`src/rtl/hpq_pkg.sv`:
```
// ----------------------------------------------------------------------------
// hpq_pkg: shared types and constants of the heap priority queue
// Depth, index widths, operation and status codes, compare request.
// ----------------------------------------------------------------------------
package hpq_pkg;

	localparam int HEAP_DEPTH = 64;
	localparam int DATA_W     = 32;
	localparam int ADDR_W     = (HEAP_DEPTH > 1) ? $clog2(HEAP_DEPTH) : 1;
	localparam int CNT_W      = $clog2(HEAP_DEPTH + 1);
	localparam int IDX_W      = ADDR_W + 2;

	typedef enum logic {
		KIND_INSERT  = 1'b0,
		KIND_EXTRACT = 1'b1
	} kind_t;

	typedef enum logic [1:0] {
		ST_OK    = 2'd0,
		ST_EMPTY = 2'd1,
		ST_FULL  = 2'd2
	} status_t;

	typedef struct packed {
		logic signed [DATA_W-1:0] a;
		logic signed [DATA_W-1:0] b;
		logic                     max_first;
	} cmp_req_t;

endpackage

```
`src/rtl/hpq_ram.sv`:
```
// ----------------------------------------------------------------------------
// hpq_ram: generic single-port-write, single-port-read memory
// One write and one read per cycle; read data registered.
// ----------------------------------------------------------------------------
module hpq_ram #(
	parameter int WIDTH = 32,
	parameter int DEPTH = 64
) (
	input  logic                                         clk,
	input  logic                                         we,
	input  logic [((DEPTH > 1) ? $clog2(DEPTH) : 1)-1:0] waddr,
	input  logic [WIDTH-1:0]                             wdata,
	input  logic [((DEPTH > 1) ? $clog2(DEPTH) : 1)-1:0] raddr,
	output logic [WIDTH-1:0]                             rdata
);

	logic [WIDTH-1:0] mem_q [DEPTH];

	always_ff @(posedge clk) begin
		if (we) begin
			mem_q[waddr] <= wdata;
		end
		rdata <= mem_q[raddr];
	end

endmodule

```
`src/rtl/hpq_cmp.sv`:
```
// ----------------------------------------------------------------------------
// hpq_cmp: shared priority compare unit
// True when operand a must sit above operand b in the selected order.
// ----------------------------------------------------------------------------
module hpq_cmp (
	input  hpq_pkg::cmp_req_t req,
	output logic              better
);
	import hpq_pkg::*;

	assign better = req.max_first ? (req.a > req.b) : (req.a < req.b);

endmodule

```
`src/rtl/binary_heap_priority_queue.sv`:
```
// Insert moves up one level per parent read and compare; extract reads the root
// and the last entry, then moves down one level per read of the children, a pick
// between two children and a move; empty and full errors finish from idle. A new
// request is taken the cycle after its result loads: one request at a time, paced
// by the single read and single write port of the heap memory and one shared compare.
// Reset clears the entry count and the order bit; heap memory is not cleared.
// ----------------------------------------------------------------------------
// binary_heap_priority_queue: sequenced binary heap of signed 32-bit values
// Insert sifts up, extract returns root and sifts the last entry down.
// ----------------------------------------------------------------------------
module binary_heap_priority_queue (
	input  logic                                 clk,
	input  logic                                 arst_n,
	input  logic                                 cfg_we,
	input  logic                                 cfg_wdata,
	input  logic                                 in_valid,
	output logic                                 in_ready,
	input  logic                                 kind,
	input  logic signed [hpq_pkg::DATA_W-1:0]    value,
	output logic                                 out_valid,
	input  logic                                 out_ready,
	output logic signed [hpq_pkg::DATA_W-1:0]    out_value,
	output logic [1:0]                           status
);
	import hpq_pkg::*;

	typedef enum logic [8:0] {
		S_IDLE    = 9'b000000001,
		S_UP_RD   = 9'b000000010,
		S_UP_CMP  = 9'b000000100,
		S_EX_ROOT = 9'b000001000,
		S_EX_LAST = 9'b000010000,
		S_DN_RDL  = 9'b000100000,
		S_DN_RDR  = 9'b001000000,
		S_DN_PICK = 9'b010000000,
		S_DN_MOVE = 9'b100000000
	} state_t;

	state_t                   state_q;
	logic                     fin_q;
	logic                     order_q;
	logic [CNT_W-1:0]         count_q;
	logic [ADDR_W-1:0]        pos_q;
	logic [ADDR_W-1:0]        child_pos_q;
	logic signed [DATA_W-1:0] val_q;
	logic signed [DATA_W-1:0] child_q;
	logic signed [DATA_W-1:0] left_q;
	logic signed [DATA_W-1:0] res_val_q;
	status_t                  res_status_q;

	logic                     wen;
	logic [ADDR_W-1:0]        waddr;
	logic [DATA_W-1:0]        wdata;
	logic [ADDR_W-1:0]        raddr;
	logic [DATA_W-1:0]        rdata;
	logic signed [DATA_W-1:0] rd_val;

	cmp_req_t                 cmp_req;
	logic                     cmp_better;

	logic [ADDR_W-1:0]        parent;
	logic [IDX_W-1:0]         left_idx;
	logic [IDX_W-1:0]         right_idx;
	logic [IDX_W-1:0]         count_x;
	logic                     accept;
	logic                     out_load;

	hpq_ram #(
		.WIDTH(DATA_W),
		.DEPTH(HEAP_DEPTH)
	) u_ram (
		.clk   (clk),
		.we    (wen),
		.waddr (waddr),
		.wdata (wdata),
		.raddr (raddr),
		.rdata (rdata)
	);

	hpq_cmp u_cmp (
		.req    (cmp_req),
		.better (cmp_better)
	);

	assign rd_val    = signed'(rdata);
	assign parent    = (pos_q - 1'b1) >> 1;
	assign left_idx  = {1'b0, pos_q, 1'b1};
	assign right_idx = left_idx + 1'b1;
	assign count_x   = IDX_W'(count_q);
	assign in_ready  = (state_q == S_IDLE) && !fin_q;
	assign accept    = in_valid && in_ready;
	assign out_load  = fin_q && (!out_valid || out_ready);

	always_comb begin
		cmp_req.max_first = order_q;
		cmp_req.a         = val_q;
		cmp_req.b         = rd_val;
		unique case (state_q)
			S_DN_PICK: begin
				cmp_req.a = rd_val;
				cmp_req.b = left_q;
			end
			S_DN_MOVE: begin
				cmp_req.a = child_q;
				cmp_req.b = val_q;
			end
			default: begin
				cmp_req.a = val_q;
				cmp_req.b = rd_val;
			end
		endcase
	end

	always_comb begin
		wen   = 1'b0;
		waddr = pos_q;
		wdata = val_q;
		raddr = '0;
		unique case (state_q)
			S_UP_RD: begin
				if (pos_q == '0) begin
					wen = 1'b1;
				end else begin
					raddr = parent;
				end
			end
			S_UP_CMP: begin
				wen = 1'b1;
				if (cmp_better) begin
					wdata = rd_val;
				end
			end
			S_EX_ROOT: begin
				raddr = count_q[ADDR_W-1:0];
			end
			S_DN_RDL: begin
				if (left_idx >= count_x) begin
					wen = 1'b1;
				end else begin
					raddr = left_idx[ADDR_W-1:0];
				end
			end
			S_DN_RDR: begin
				raddr = right_idx[ADDR_W-1:0];
			end
			S_DN_MOVE: begin
				wen = 1'b1;
				if (cmp_better) begin
					wdata = child_q;
				end
			end
			default: begin
				wen = 1'b0;
			end
		endcase
	end

	always_ff @(posedge clk or negedge arst_n) begin
		if (!arst_n) begin
			state_q <= S_IDLE;
			fin_q   <= 1'b0;
			order_q <= 1'b0;
			count_q <= '0;
		end else begin
			if (cfg_we) begin
				order_q <= cfg_wdata;
			end
			if (out_load) begin
				fin_q <= 1'b0;
			end
			unique case (state_q)
				S_IDLE: begin
					if (accept) begin
						if (kind == KIND_INSERT) begin
							if (count_q == CNT_W'(HEAP_DEPTH)) begin
								fin_q <= 1'b1;
							end else begin
								count_q <= count_q + 1'b1;
								state_q <= S_UP_RD;
							end
						end else begin
							if (count_q == '0) begin
								fin_q <= 1'b1;
							end else begin
								count_q <= count_q - 1'b1;
								state_q <= S_EX_ROOT;
							end
						end
					end
				end
				S_UP_RD: begin
					if (pos_q == '0) begin
						fin_q   <= 1'b1;
						state_q <= S_IDLE;
					end else begin
						state_q <= S_UP_CMP;
					end
				end
				S_UP_CMP: begin
					if (cmp_better) begin
						state_q <= S_UP_RD;
					end else begin
						fin_q   <= 1'b1;
						state_q <= S_IDLE;
					end
				end
				S_EX_ROOT: begin
					if (count_q == '0) begin
						fin_q   <= 1'b1;
						state_q <= S_IDLE;
					end else begin
						state_q <= S_EX_LAST;
					end
				end
				S_EX_LAST: begin
					state_q <= S_DN_RDL;
				end
				S_DN_RDL: begin
					if (left_idx >= count_x) begin
						fin_q   <= 1'b1;
						state_q <= S_IDLE;
					end else begin
						state_q <= S_DN_RDR;
					end
				end
				S_DN_RDR: begin
					if (right_idx < count_x) begin
						state_q <= S_DN_PICK;
					end else begin
						state_q <= S_DN_MOVE;
					end
				end
				S_DN_PICK: begin
					state_q <= S_DN_MOVE;
				end
				S_DN_MOVE: begin
					if (cmp_better) begin
						state_q <= S_DN_RDL;
					end else begin
						fin_q   <= 1'b1;
						state_q <= S_IDLE;
					end
				end
				default: begin
					state_q <= S_IDLE;
				end
			endcase
		end
	end

	always_ff @(posedge clk) begin
		unique case (state_q)
			S_IDLE: begin
				if (accept) begin
					res_val_q    <= '0;
					res_status_q <= ST_OK;
					val_q        <= value;
					pos_q        <= count_q[ADDR_W-1:0];
					if (kind == KIND_INSERT) begin
						if (count_q == CNT_W'(HEAP_DEPTH)) begin
							res_status_q <= ST_FULL;
						end
					end else if (count_q == '0) begin
						res_status_q <= ST_EMPTY;
					end
				end
			end
			S_UP_CMP: begin
				if (cmp_better) begin
					pos_q <= parent;
				end
			end
			S_EX_ROOT: begin
				res_val_q <= rd_val;
			end
			S_EX_LAST: begin
				val_q <= rd_val;
				pos_q <= '0;
			end
			S_DN_RDR: begin
				left_q      <= rd_val;
				child_q     <= rd_val;
				child_pos_q <= left_idx[ADDR_W-1:0];
			end
			S_DN_PICK: begin
				if (cmp_better) begin
					child_q     <= rd_val;
					child_pos_q <= right_idx[ADDR_W-1:0];
				end else begin
					child_q     <= left_q;
					child_pos_q <= left_idx[ADDR_W-1:0];
				end
			end
			S_DN_MOVE: begin
				if (cmp_better) begin
					pos_q <= child_pos_q;
				end
			end
			default: begin
				pos_q <= pos_q;
			end
		endcase
	end

	always_ff @(posedge clk or negedge arst_n) begin
		if (!arst_n) begin
			out_valid <= 1'b0;
		end else if (out_load) begin
			out_valid <= 1'b1;
		end else if (out_ready) begin
			out_valid <= 1'b0;
		end
	end

	always_ff @(posedge clk) begin
		if (out_load) begin
			out_value <= res_val_q;
			status    <= res_status_q;
		end
	end

endmodule
```
`config.mk`:
```
export PLATFORM = sky130hd
export DESIGN_NAME = binary_heap_priority_queue
export DESIGN_NICKNAME = d
export VERILOG_FILES = /design/src/rtl/hpq_pkg.sv /design/src/rtl/hpq_ram.sv /design/src/rtl/hpq_cmp.sv /design/src/rtl/binary_heap_priority_queue.sv
export SDC_FILE = /design/constraint.sdc
export NUM_CORES = 2
export LEC_CHECK = 0
export ABC_CLOCK_PERIOD_IN_PS = 13400
export BUFFER_PORTS_ARGS = -buffer_cell sky130_fd_sc_hd__buf_2
export CAP_MARGIN = 20
export CORE_MARGIN = 2
export CORE_UTILIZATION = 35
export CTS_BUF_LIST = sky130_fd_sc_hd__clkbuf_4
export CTS_CLUSTER_SIZE = 14
export DETAILED_ROUTE_END_ITERATION = 6
export REMOVE_ABC_BUFFERS = 1
export SLEW_MARGIN = 0
export SYNTH_ARGS = -nofsm -noshare
export SYNTH_HDL_FRONTEND = slang
export SYNTH_HIERARCHICAL = 1
export SYNTH_SLANG_ARGS = --single-unit
```
`constraint.sdc`:
```
create_clock -name clk -period 13.4 [get_ports clk]
set_clock_uncertainty 0.15 [all_clocks]
set_input_delay 0.67 -clock clk [delete_from_list [all_inputs] [get_ports clk]]
set_output_delay 0.67 -clock clk [all_outputs]
set_load 0.01 [all_outputs]
```
# [Word-level counts from Yosys, hierarchy flattened]
# Memory sizes are Yosys's and may differ from the RTL's. A register that Yosys moved wholly into a read port is not among the register bits.
# Index checks and enable logic that the tools add are counted.
[classes] add_sub_neg=4 order_cmp=4 eq_ne=17 muxes=53 n_reduce_logical=20
[op_table] op="32-bit one-hot mux with 2 select lines" n=4
[op_table] op="32-bit 2-to-1 mux" n=5
[op_table] op="64-bit one-hot mux with 2 select lines" n=1
[op_table] op="9-bit one-hot mux with 9 select lines" n=1
[op_table] op="6-bit one-hot mux with 4 select lines" n=2
[op_table] op="9-bit 2-to-1 mux" n=5
[op_table] op="6-bit 2-to-1 mux" n=6
[op_table] op="32-bit > comparator" n=1
[op_table] op="32-bit < comparator" n=1
[op_table] op="7-bit 2-to-1 mux" n=4
[op_table] op="1-bit 2-to-1 mux" n=16
[op_table] op="6-bit one-hot mux with 2 select lines" n=1
[op_table] op="5-bit 2-to-1 mux" n=2
[op_table] op="2-bit inequality test (second input constant)" n=5
[op_table] op="9-bit by 1-bit == test with 1-bit output (second input constant)" n=1
[op_table] op="9-bit by 2-bit == test with 1-bit output (second input constant)" n=1
[op_table] op="9-bit by 3-bit == test with 1-bit output (second input constant)" n=1
[op_table] op="9-bit by 4-bit == test with 1-bit output (second input constant)" n=1
[op_table] op="9-bit by 5-bit == test with 1-bit output (second input constant)" n=1
[op_table] op="9-bit by 6-bit == test with 1-bit output (second input constant)" n=1
[op_table] op="9-bit by 7-bit == test with 1-bit output (second input constant)" n=1
[op_table] op="9-bit by 8-bit == test with 1-bit output (second input constant)" n=1
[op_table] op="9-bit == test (second input constant)" n=1
[op_table] op="7-bit by 1-bit adder with 8-bit output (second input constant)" n=1
[op_table] op="22 further kinds" n=34
[word_totals] ff_bits=195 mem_bits_rw=2048 inputBits=39 output_inout_bits=36 mem_count=1
[mem_list] memory="u_ram.mem_q" words=64 word_bits=32 rd=1 rd_clocked_by_memory_dff=1 write_ports=1 line="hpq_ram.sv:17" rtl="logic [WIDTH-1:0] mem_q [DEPTH];"

# [Depth between registers and ports, before layout]
[depth] ltp_word=8 ltp_mapped=21 depth_no_buf=17

# [Modules after synthesis]
# The synthesis kept the hierarchy.
[by_module_without_submodules] module="hpq_ram" n_inst=1 cells_each=3324 area_per_inst_um2=78515.3 seq_area_each_um2=62139.6
[by_module_without_submodules] module="binary_heap_priority_queue" n_inst=1 cells_each=830 area_per_inst_um2=10000.8 seq_area_each_um2=5761.8
[by_module_without_submodules] module="hpq_cmp" n_inst=1 cells_each=117 area_per_inst_um2=839.6 seq_area_each_um2=0.0

# [Worst setup path after synthesis]
# Ideal clock, no wire load.
[synth_path] path_kind="reg2reg" start="register state_q[3]" end="memory u_ram.mem_q[0][0] (data pin)" setup_ns=0.366 arrival_time_ns=5.307 path_slack_ns=7.577 stages_incl_launch_ff=21 path_buffers=5 period_less_slack_ns=5.823 path_cell_list="dfrtp_1 > buf_2 > or3_1 > clkbuf_1 > nor4_4 > buf_2 > buf_2 > a22oi_1 > nand2_1 > inv_1 > ha_1 > a21o_1 > a31oi_1 > o211ai_1 > or4_1 > a21oi_2 > a21oi_1 > or4_1 > o21ai_1 > clkbuf_1 > a22o_1"
[synth_rtl] element="from (decl)" line="binary_heap_priority_queue.sv:39" rtl="state_t state_q;"
[synth_rtl] element="from (signal assigned)" line="binary_heap_priority_queue.sv:160" rtl="state_q <= S_IDLE;"
[synth_rtl] element="from (signal assigned)" line="binary_heap_priority_queue.sv:179" rtl="state_q <= S_UP_RD;"
[synth_rtl] element="from (signal assigned)" line="binary_heap_priority_queue.sv:186" rtl="state_q <= S_EX_ROOT;"
[synth_rtl] element="to (decl)" line="hpq_ram.sv:17"

==> flow_summary.ini <==
[finish]
final_common_cell = edfxtp_1
nets = 5002
layout.cells.non_filler = 8649
mostFrequentLayoutCells = 2224 x edfxtp_1, 845 x clkbuf_4, 544 x mux4_2
drive_above_1_share = 0.342
final_cell_area_sq_mm = 0.103
final_util = 0.404
nFillCells = 22500
syn2layout_area_growth_pct = 14.8

[synth]
ys_warn_count = 6
synthesis.instances = 4271
ys_seq_area_frac = 0.760
synth_area_sq_mm = 0.0894
ys_seq_elements = 2275
synth_edf_count = 2224
syn_avg_cell_area_sq_um = 20.9
synthTopCellsByArea = edfxtp_1 75%, mux4_2 14%, mux2i_1 1.1%, nand2_1 0.75%, ha_1 0.73%
netlist.area_leader.share = 0.747
synth_top_cell_by_area = edfxtp_1
ys.flop_type = edfxtp_1
ys_types = 76
synth-async-reset-ratio = 0.00835

[global_routing]
antenna_found_initial = 6
grt_max_degree = 118
grt_pass1_vias = 48000
use_met2 = 0.307
grt_pass1_wl_um = 352000
grt_usage = 0.190
grt-ovfl-total = 0
use_met3 = 0.0391
top_usage_layer = met2
gr-usage-met1 = 0.258

[outcome]
outcome = finished, final reports clean

[route]
vias = 47700
drc = 0
drt_iter0_drc = 6017
routed_wl_um = 250000
wl_per_cell_um = 28.8
viasPerCell = 5.51
first_pass_iters = 5
postRouteAntennaNets = 0

[place]
post-place-ws_ns = 5.84
place_inst = 7586
placed_area_sq_mm = 0.0943
finalWeightedCongestion = 0.831
port_buffers = 74
dpl.hpwl_um = 131000

[floorplan]
die_height_um = 509
floorplan.initialDensity = 0.352
core.rowCount = 185
dieArea_sq_mm = 0.259
pin_count = 75
core_sq_mm = 0.254
die_x_um = 509

[clock_network]
cts_tree = done
clk_path_buf_depth = 4
cts_root_buffer = clkbuf_4
clkTransAtPathRegs_ns = 0.06
ctsHtreeMaxLevel = 6
numCtsBuffers = 584
post-cts-setup-buffers = 0
clkLatencyLatePin_ns = 1.41
cts.sinks = 2275

[sta]
worstMarginPinSlew_ns = 1.12
hold_viol_final = 0
relSlewSlack = 0.250
holdWs_ns = 0.0959
final_max_slew_viol_count = 0
min_period_over_period = 0.568
period_needed_ns = 7.61
setup_ws_ns = 5.79
rsz0062_at_grt = no
fmax_ghz = 0.131
setup-violations-final = 0

[critical_path]
crit_required_ns = 14.24
worstSetupStartpointType = flop
rr_startpoint = state_q[7]
arrival_ns = 8.45
critPathMaxFanout = 77
critical_path_class = flop to flop
crit_start = state_q[7]
end_kind = flop

[worst_hold_path]
hp-class = primary input to async pin

[pwr]
power_density_mw_per_mm2 = 170
ir_drop_v = 0.0000922
leakage_nw = 32.2

[job]
drv_cap = 0
[power breakdown]
part	total [mW]	switching (mW)	leakage [nW]	internal, mW
clock network	5.68	2.71	4.18	2.97
registers	8.87	0.340	20.5	8.53
logic	2.86	1.83	7.48	1.04
total	17.4	4.88	32.2	12.5
[metal layers]
layer | part of all wire | vias to the layer above
met1 | 0.40 | 25300
met4 | 0.028 | 2
li1 | - | 19500
met2 | 0.48 | 2509
met3 | 0.088 | 438
met5 | 0.000052 | -
[per-stage QoR]
step	TNS [ns]	total power [mW]
2_1_floorplan	-337.91	11.3
3_3_place_gp	0	11.7
3_5_place_dp	0	11.8
4_1_cts	0	17.4
5_1_grt	0	18.1
6_report	0	17.4
[flip-flops by register name, indices dropped and copies added (netlist names)]
signal,cells
count_q,7
out_value,32
pos_q,6
u_ram/rdata,32
out_valid,1
state_q,9
left_q,32
res_status_q,2
status,2
u_ram/mem_q,2048
child_pos_q,6
child_q,32
order_q,1
val_q,32
fin_q,1
res_val_q,32
[cells in the mapped netlist, types with 25 or more instances]
library cell	n
a21oi_1	80
a22o_1	65
a22oi_1	76
and2_1	36
buf_2	67
buf_4	25
clkbuf_1	118
dfxtp_1	32
edfxtp_1	2224
ha_1	52
inv_1	47
mux2_1	30
mux2_2	36
mux2i_1	94
mux4_2	544
nand2_1	179
nor2_1	166
o221ai_1	27
o22ai_1	86
[cells by family (layout without fill, tap and decap cells)]
| group | count (synthesis) | count (layout) | synth area share |
|---|---|---|---|
| AO/OA/AOI/OAI | 414 | 414 | 0.0329 |
| XOR/XNOR | 21 | 21 | 0.00206 |
| adder cells (fa/ha/maj) | 53 | 53 | 0.00751 |
| buffers and inverters | 289 | 1295 | 0.0148 |
| flip-flops | 2275 | 2275 | 0.760 |
| multiplexers | 704 | 704 | 0.156 |
| other | 0 | 6 | 0 |
| AND/OR/NAND/NOR | 515 | 515 | 0.0268 |
[cell type report]
class,count,area [sq um],area share
Sequential cell,2275,67900,0.662
Multi-Input combinational cell,1707,20700,0.202
Clock buffer,845,6340,0.0618
Tap cell,3366,4210,0.0410
Timing Repair Buffer,294,2660,0.0259
Clock inverter,108,569,0.00555
Inverter,48,180,0.00176
Antenna cell,6,15.0,0.000146
[timing repair]
action / CTS / global route
gates resized for setup: 0 / 0
endpoints found under the hold margin: 106 / 0
hold buffers: 75 / 0
[critical path, stage by stage, from the launching register on]
cell and delay, ns:
dfrtp_1 0.44, nor4_2 0.46, and4b_4 0.60, buf_4 0.72
a22oi_1 0.13, nand2_1 0.11, inv_1 0.05, ha_1 0.30
a21o_1 0.18, a31oi_1 0.26, o211ai_1 0.12, or4_1 0.46
a21oi_2 0.23, a21oi_1 0.09, or4_1 0.51, buf_4 0.37
o21ai_2 0.51, buf_4 0.49, a22o_2 0.91
[path summary, 6_finish.rpt]
check | endpoint | slack (ns) | cells after the start
max | u_ram/mem_q[10][3] | 5.79 | 18
max in group asynchronous | state_q[0] | 12.52 | 4
max reg2reg | u_ram/mem_q[10][3] | 5.79 | 18
min in group clk | val_q[28] | 0.22 | 3
min | state_q[7] | 0.1 | 3
min reg2reg | out_value[16] | 0.26 | 0
Power figures use the tool's default switching activity.
